### config.mk
export PLATFORM = sky130hd
export DESIGN_NAME = osa_front_flat
export DESIGN_NICKNAME = d
export VERILOG_FILES = /design/src/hw/rtl/osa_pkg.sv /design/src/hw/rtl/osa_if.sv /design/src/hw/rtl/osa_front.sv /design/src/flat_wrapper.sv
export SDC_FILE = /design/constraint.sdc
export NUM_CORES = 1
export LEC_CHECK = 0
export ABC_AREA = 0
export BUFFER_PORTS_ARGS = -buffer_cell sky130_fd_sc_hd__buf_2
export CAP_MARGIN = 10
export CORE_AREA = 2 2 196 198
export CTS_BUF_LIST = sky130_fd_sc_hd__clkbuf_8
export DETAILED_ROUTE_END_ITERATION = 16
export DIE_AREA = 0 0 198 200
export PLACE_DENSITY = 0.74
export RECOVER_POWER = 100
export SLEW_MARGIN = 10
export SYNTH_ARGS = -nofsm -noshare
export SYNTH_HDL_FRONTEND = slang
export SYNTH_SLANG_ARGS = --single-unit
### constraint.sdc
create_clock -name clk -period 26.2 [get_ports clk]
set_clock_uncertainty 0.15 [all_clocks]
set_input_delay 1.31 -clock clk [delete_from_list [all_inputs] [get_ports clk]]
set_output_delay 1.31 -clock clk [all_outputs]
set_load 0.1 [all_outputs]
### src/hw/rtl/osa_pkg.sv
package osa_pkg;

  localparam int COORD_W         = 32;
  localparam int RADIUS_W        = 31;
  localparam int SLOT_W          = 6;
  localparam int MAX_OBSTACLES_DEF = 64;

  // Steering numerator (steer_gain << 16) times a velocity magnitude.
  localparam int NUM_W           = 80;
  localparam int TERM_W          = 33;

  localparam int CFG_IDX_W       = 2;
  localparam int CFG_DATA_W      = 31;
  localparam int COUNT_W         = 7;

  localparam logic [CFG_IDX_W-1:0] CFG_BODY_RADIUS    = 2'd0;
  localparam logic [CFG_IDX_W-1:0] CFG_STEER_GAIN     = 2'd1;
  localparam logic [CFG_IDX_W-1:0] CFG_OBSTACLE_COUNT = 2'd2;

  localparam logic OPC_LOAD  = 1'b0;
  localparam logic OPC_QUERY = 1'b1;

  typedef struct packed {
    logic [RADIUS_W-1:0] body_radius;
    logic [RADIUS_W-1:0] steer_gain;
    logic [COUNT_W-1:0]  obstacle_count;
  } osa_cfg_t;

  // One queued request. A load uses f0..f2 for centre and radius,
  // a query uses f0..f5 for position, velocity and acceleration.
  typedef struct packed {
    logic               is_query;
    logic [SLOT_W-1:0]  slot;
    logic [COORD_W-1:0] f0;
    logic [COORD_W-1:0] f1;
    logic [COORD_W-1:0] f2;
    logic [COORD_W-1:0] f3;
    logic [COORD_W-1:0] f4;
    logic [COORD_W-1:0] f5;
  } osa_item_t;

endpackage

### src/hw/rtl/osa_if.sv
interface osa_in_if import osa_pkg::*; ();
  logic                       valid;
  logic                       ready;
  logic                       opcode;
  logic [SLOT_W-1:0]          slot;
  logic signed [COORD_W-1:0]  obstacle_x;
  logic signed [COORD_W-1:0]  obstacle_y;
  logic [RADIUS_W-1:0]        obstacle_radius;
  logic signed [COORD_W-1:0]  char_x;
  logic signed [COORD_W-1:0]  char_y;
  logic signed [COORD_W-1:0]  vel_x;
  logic signed [COORD_W-1:0]  vel_y;
  logic signed [COORD_W-1:0]  accel_in_x;
  logic signed [COORD_W-1:0]  accel_in_y;

  modport source (output valid, opcode, slot, obstacle_x, obstacle_y, obstacle_radius,
                  char_x, char_y, vel_x, vel_y, accel_in_x, accel_in_y, input ready);
  modport sink (input valid, opcode, slot, obstacle_x, obstacle_y, obstacle_radius,
                char_x, char_y, vel_x, vel_y, accel_in_x, accel_in_y, output ready);
endinterface


### src/hw/rtl/osa_front.sv
module osa_front import osa_pkg::*; #(
  parameter int MAX_OBSTACLES = MAX_OBSTACLES_DEF
) (
  input  logic      clk,
  input  logic      rst_n,
  osa_in_if.sink    in_ch,
  output logic      q_valid,
  output osa_item_t q_item,
  input  logic      q_pop
);
  localparam int QD = 2;

  osa_item_t  q_mem_r [QD];
  logic       wp_r, wp_nxt;
  logic       rp_r, rp_nxt;
  logic [1:0] cnt_r, cnt_nxt;
  logic       accept, keep, push, pop;
  osa_item_t  item;

  assign in_ch.ready = (cnt_r != 2'(QD));
  assign accept = in_ch.valid && in_ch.ready;
  // Loads aimed past the end of the table are taken and dropped here.
  assign keep = (in_ch.opcode == OPC_QUERY) ||
                ({26'd0, in_ch.slot} < 32'(MAX_OBSTACLES));
  assign push = accept && keep;
  assign pop  = q_pop && (cnt_r != 2'd0);

  always_comb begin
    item.is_query = (in_ch.opcode == OPC_QUERY);
    item.slot     = in_ch.slot;
    if (in_ch.opcode == OPC_QUERY) begin
      item.f0 = in_ch.char_x;
      item.f1 = in_ch.char_y;
      item.f2 = in_ch.vel_x;
    end else begin
      item.f0 = in_ch.obstacle_x;
      item.f1 = in_ch.obstacle_y;
      item.f2 = {1'b0, in_ch.obstacle_radius};
    end
    item.f3 = in_ch.vel_y;
    item.f4 = in_ch.accel_in_x;
    item.f5 = in_ch.accel_in_y;
  end

  always_comb begin
    wp_nxt  = push ? ~wp_r : wp_r;
    rp_nxt  = pop ? ~rp_r : rp_r;
    cnt_nxt = cnt_r + 2'(push) - 2'(pop);
  end

  always_ff @(posedge clk) begin
    if (!rst_n) begin
      wp_r  <= 1'b0;
      rp_r  <= 1'b0;
      cnt_r <= 2'd0;
    end else begin
      wp_r  <= wp_nxt;
      rp_r  <= rp_nxt;
      cnt_r <= cnt_nxt;
    end
  end

  always_ff @(posedge clk) begin
    if (push) begin
      q_mem_r[wp_r] <= item;
    end
  end

  assign q_valid = (cnt_r != 2'd0);
  assign q_item  = q_mem_r[rp_r];
endmodule

### src/flat_wrapper.sv
// flat-port wrapper written by rule: the top's interface ports become plain ports
module osa_front_flat import osa_pkg::*;
#(
  parameter int MAX_OBSTACLES = MAX_OBSTACLES_DEF
)
  (clk, rst_n, q_valid, q_item, q_pop, in_ch_valid, in_ch_opcode, in_ch_slot, in_ch_obstacle_x, in_ch_obstacle_y, in_ch_obstacle_radius, in_ch_char_x, in_ch_char_y, in_ch_vel_x, in_ch_vel_y, in_ch_accel_in_x, in_ch_accel_in_y, in_ch_ready);
  osa_in_if in_ch_i ();
  input  logic clk;
  input  logic rst_n;
  output logic q_valid;
  output osa_item_t q_item;
  input  logic q_pop;
  input wire logic [$bits(in_ch_i.valid)-1:0] in_ch_valid;
  input wire logic [$bits(in_ch_i.opcode)-1:0] in_ch_opcode;
  input wire logic [$bits(in_ch_i.slot)-1:0] in_ch_slot;
  input wire logic [$bits(in_ch_i.obstacle_x)-1:0] in_ch_obstacle_x;
  input wire logic [$bits(in_ch_i.obstacle_y)-1:0] in_ch_obstacle_y;
  input wire logic [$bits(in_ch_i.obstacle_radius)-1:0] in_ch_obstacle_radius;
  input wire logic [$bits(in_ch_i.char_x)-1:0] in_ch_char_x;
  input wire logic [$bits(in_ch_i.char_y)-1:0] in_ch_char_y;
  input wire logic [$bits(in_ch_i.vel_x)-1:0] in_ch_vel_x;
  input wire logic [$bits(in_ch_i.vel_y)-1:0] in_ch_vel_y;
  input wire logic [$bits(in_ch_i.accel_in_x)-1:0] in_ch_accel_in_x;
  input wire logic [$bits(in_ch_i.accel_in_y)-1:0] in_ch_accel_in_y;
  output wire logic [$bits(in_ch_i.ready)-1:0] in_ch_ready;
  assign in_ch_i.valid = in_ch_valid;
  assign in_ch_i.opcode = in_ch_opcode;
  assign in_ch_i.slot = in_ch_slot;
  assign in_ch_i.obstacle_x = in_ch_obstacle_x;
  assign in_ch_i.obstacle_y = in_ch_obstacle_y;
  assign in_ch_i.obstacle_radius = in_ch_obstacle_radius;
  assign in_ch_i.char_x = in_ch_char_x;
  assign in_ch_i.char_y = in_ch_char_y;
  assign in_ch_i.vel_x = in_ch_vel_x;
  assign in_ch_i.vel_y = in_ch_vel_y;
  assign in_ch_i.accel_in_x = in_ch_accel_in_x;
  assign in_ch_i.accel_in_y = in_ch_accel_in_y;
  assign in_ch_ready = in_ch_i.ready;
  osa_front #(.MAX_OBSTACLES(MAX_OBSTACLES)) u_core (.clk(clk), .rst_n(rst_n), .in_ch(in_ch_i), .q_valid(q_valid), .q_item(q_item), .q_pop(q_pop));
endmodule
==> impl_metrics.py <==
metrics = {
    "detailed_routing": {
        "drt_pass1_iterations": 4,
        "wl_met2_um": 18800,
        "wl_per_cell_um": 19.5,
        "drc": 0,
        "wl_met1_um": 13900,
        "met3WireLength_um": 2310,
        "via_count": 8792,
        "top_layer": "met4",
        "ant_nets": 0,
        "drt_iter0_markers": 282,
        "routed_via_density": 4.74,
        "routed_wl_um": 36200,
    },
    "timing": {
        "hold_violations": 0,
        "worstMarginPinSlew_ns": 4.07,
        "min_period_over_period": 0.360,
        "setup-tns-final_ns": 0,
        "maxSlewHeadroom": -1.72,
        "fmax_mhz": 106,
        "period_needed_ns": 9.44,
        "setup_viol": 0,
        "rsz0062_at_grt": "no",
        "slew_violations": 683,
    },
    "synthesis": {
        "syn_nets": 1053,
        "synth.area.mux_share": 0.228,
        "synth_top_family_by_area": "multiplexers",
        "synth_fa_ha_area_frac": 0.00155,
        "syn_inst": 753,
        "synthSimpleGateAreaFrac": 0.00488,
        "avgSynthCellArea_um2": 21.5,
        "yosys_register_bits": 403,
        "synth-seq-area-share": 0.745,
        "synth_xor_area_frac": 0.00108,
        "ys_warn_count": 0,
        "synth_compound_area_frac": 0.000774,
        "ys_types": 21,
        "netlist_area_um2": 16200,
    },
    "cts": {
        "cts_inserted_buffers": 61,
        "cts-resized-gates": 0,
        "cts_hold_buf": 0,
        "clock-sinks": 403,
        "clk_pin_slew_ns": 0.06,
        "cts_root_buf": "clkbuf_8",
        "cts_setup_buffers": 0,
        "clockBufferDepth": 3,
        "clock_latency_ns": 0.63,
        "cts_tree": "built",
        "cts_max_level": 2,
    },
    "grt": {
        "grt_pass1_wl_um": 49900,
        "grt_start_max_net_pins": 73,
        "track_usage": 0.170,
        "grt_pass1_vias": 9067,
        "overflow": 0,
        "antenna_found_initial": 2,
    },
    "floorplan": {
        "io_pins": 499,
        "die_h_um": 200,
        "die-area_um2": 39600,
        "fp.dieW_um": 198,
        "core_um2": 37400,
        "rows": 71,
        "start_util": 0.432,
    },
    "finish": {
        "drive_gt1_frac": 0.407,
        "area_growth_pct": 21.6,
        "fin_nets": 1590,
    },
    "pwr": {
        "intPower_w": 0.00126,
        "power.density_nw_per_um2": 127,
        "ir_drop_v": 0.0000917,
        "finalPower_w": 0.00249,
        "clkPwrFrac": 0.185,
        "switching_share": 0.497,
        "power_switching_w": 0.00124,
        "p_leak_nw": 7.22,
        "seqPwrFrac": 0.345,
        "power.share.combinational": 0.470,
    },
    "hold_path": {
        "hold_path.class": "flop to flop",
        "holdPathStages": 2,
        "holdPathEnd": "u_core.wp_r",
        "min-delay-start": "u_core.wp_r",
    },
    "status": {
        "status": "finished, violations left",
        "violations": "max-capacitance violations, max-slew violations",
    },
    "critical_path": {
        "critPathBufInv": 3,
        "critPathKind": "flop to output port",
        "r2r_slack_ns": 18.07,
        "cpMaxStageDelayCell": "clkbuf_1",
        "cp_max_fo": 64,
        "path_common_cell": "clkbuf_1",
        "crit_family": "buffers and inverters",
        "max_stage_delay_ns": 2.56,
        "cp_cell_sequence": "clkbuf_1, clkbuf_1, mux2_2, clkbuf_1",
        "required_ns": 24.74,
        "cp.arrival_ns": 7.98,
        "crit_path_start_kind": "flop",
        "cp-end-kind": "output port",
        "ff2ff_path_depth": 5,
        "timing.rr.end": "u_core.q_mem_r[0][160]",
        "worstReg2RegStart": "u_core.cnt_r[0]",
    },
    "placement": {
        "dp_hpwl_um": 25600,
        "gp_congestion": 0.859,
        "port_buffers": 498,
    },
    "run": {
        "cap_violations": 12,
    },
}
## cells in the mapped netlist (all sizes together)
| library cell | count | share of area |
|---|---|---|
| and3 | 1 | 0.00039 |
| o21a | 1 | 0.00046 |
| nand2 | 1 | 0.00023 |
| xnor2 | 1 | 0.00054 |
| xor2 | 1 | 0.00054 |
| nor2 | 3 | 0.00070 |
| and2 | 4 | 0.0015 |
| o21ai | 1 | 0.00031 |
| nor3 | 1 | 0.00031 |
| dfxtp | 5 | 0.0062 |
| nor2b | 1 | 0.00039 |
| ha | 2 | 0.0015 |
| edfxtp | 398 | 0.74 |
| or2 | 1 | 0.00039 |
| buf | 33 | 0.018 |
| inv | 3 | 0.00070 |
| nand4b | 1 | 0.00054 |
| mux2 | 294 | 0.23 |
| nand2b | 1 | 0.00039 |
## flip-flops by register name, summed over array words and instances, names as in the netlist, named ones only
| signal | flops |
|---|---|
| u_core.cnt_r | 2 |
| u_core.q_mem_r | 398 |
| u_core.rp_r | 1 |
| u_core.wp_r | 1 |
## power by group through the flow
| stage | sequential, W | combinational (W) | clock (W) |
|---|---|---|---|
| after floorplan | 0.000876 | 0.00108 | 0 |
| after global placement | 0.000864 | 0.00123 | 0 |
| after detailed placement | 0.000867 | 0.00124 | 0 |
| after CTS | 0.000854 | 0.00124 | 0.000478 |
| after global routing | 0.000869 | 0.00121 | 0.000505 |
| final | 0.000860 | 0.00117 | 0.000462 |
## final cells by class
class | count | area, µm²
fillers | 3186 | 17700
flip-flops and latches | 403 | 12100
multi-input cells | 314 | 3490
repair buffers | 507 | 2340
clock buffers | 63 | 867
well taps | 511 | 639
clock inverters | 50 | 248
inverters | 3 | 11.3
diodes | 3 | 7.51
## per-stage QoR
stage | utilization | instances | setup slack (ns) | hold WS, ns | instance area [µm²]
after floorplan | - | 753 | 15.07 | 0.303 | 16200
after global placement | 0.511 | 1738 | 21.80 | 0.347 | 19100
after detailed placement | 0.511 | 1738 | 21.75 | 0.369 | 19100
after CTS | 0.541 | 1851 | 21.09 | 0.387 | 20200
after global routing | 0.525 | 1853 | 16.17 | 0.375 | 19700
final | 0.526 | 1854 | 16.76 | 0.362 | 19700
## worst min-delay path: cells and delay by family (launching register included)
family / cells / cell delay, ns
DFF: 1 / 0.34
and+or+nand+nor: 1 / 0.06
AOI/OAI and AO/OA: 1 / 0.06
## kinds of logic after synthesis
| kind of cell | Yosys count |
|---|---|
| XOR/XNOR | 2 |
| flip-flops | 403 |
| adder cells (fa/ha/maj) | 2 |
| AND/OR/NAND/NOR | 14 |
| AO/OA/AOI/OAI | 2 |
| multiplexers | 294 |
| buffers and inverters | 36 |
## layer usage
metal,vias up,global-route usage
met4,0,0.0835
li1,4068,-
met5,-,0
met1,4343,0.194
met2,306,0.299
met3,75,0.0445
## how the worst max path moves through the flow
stage | start | depth (start not counted) | end | slack [ns]
finish | flop | 4 | q_item[70] | 16.76
global route | flop | 4 | q_item[70] | 16.17
CTS | flop | 4 | q_item[70] | 21.09
detailed placement | in_ch_valid | 5 | u_core.q_mem_r[0][144] | 21.75
global placement | in_ch_valid | 5 | u_core.q_mem_r[0][144] | 21.80
floorplan | in_ch_valid | 2 | u_core.q_mem_r[0][0] | 15.07
## cell usage in the layout (no fill, tap or decap), types with 2 or more instances in the layout
cell type / Yosys / routed
and2_0: 0 / 3
buf_2: 14 / 346
clkbuf_1: 0 / 161
clkbuf_8: 0 / 63
clkinv_1: 0 / 12
clkinv_2: 0 / 8
clkinvlp_4: 0 / 3
dfxtp_1: 5 / 5
diode_2: 0 / 3
edfxtp_1: 398 / 398
ha_1: 2 / 2
inv_1: 3 / 27
mux2_1: 0 / 172
mux2_2: 194 / 109
mux2_4: 100 / 13
nor2_1: 3 / 3
Note: power is estimated with default switching activity, not from simulation.
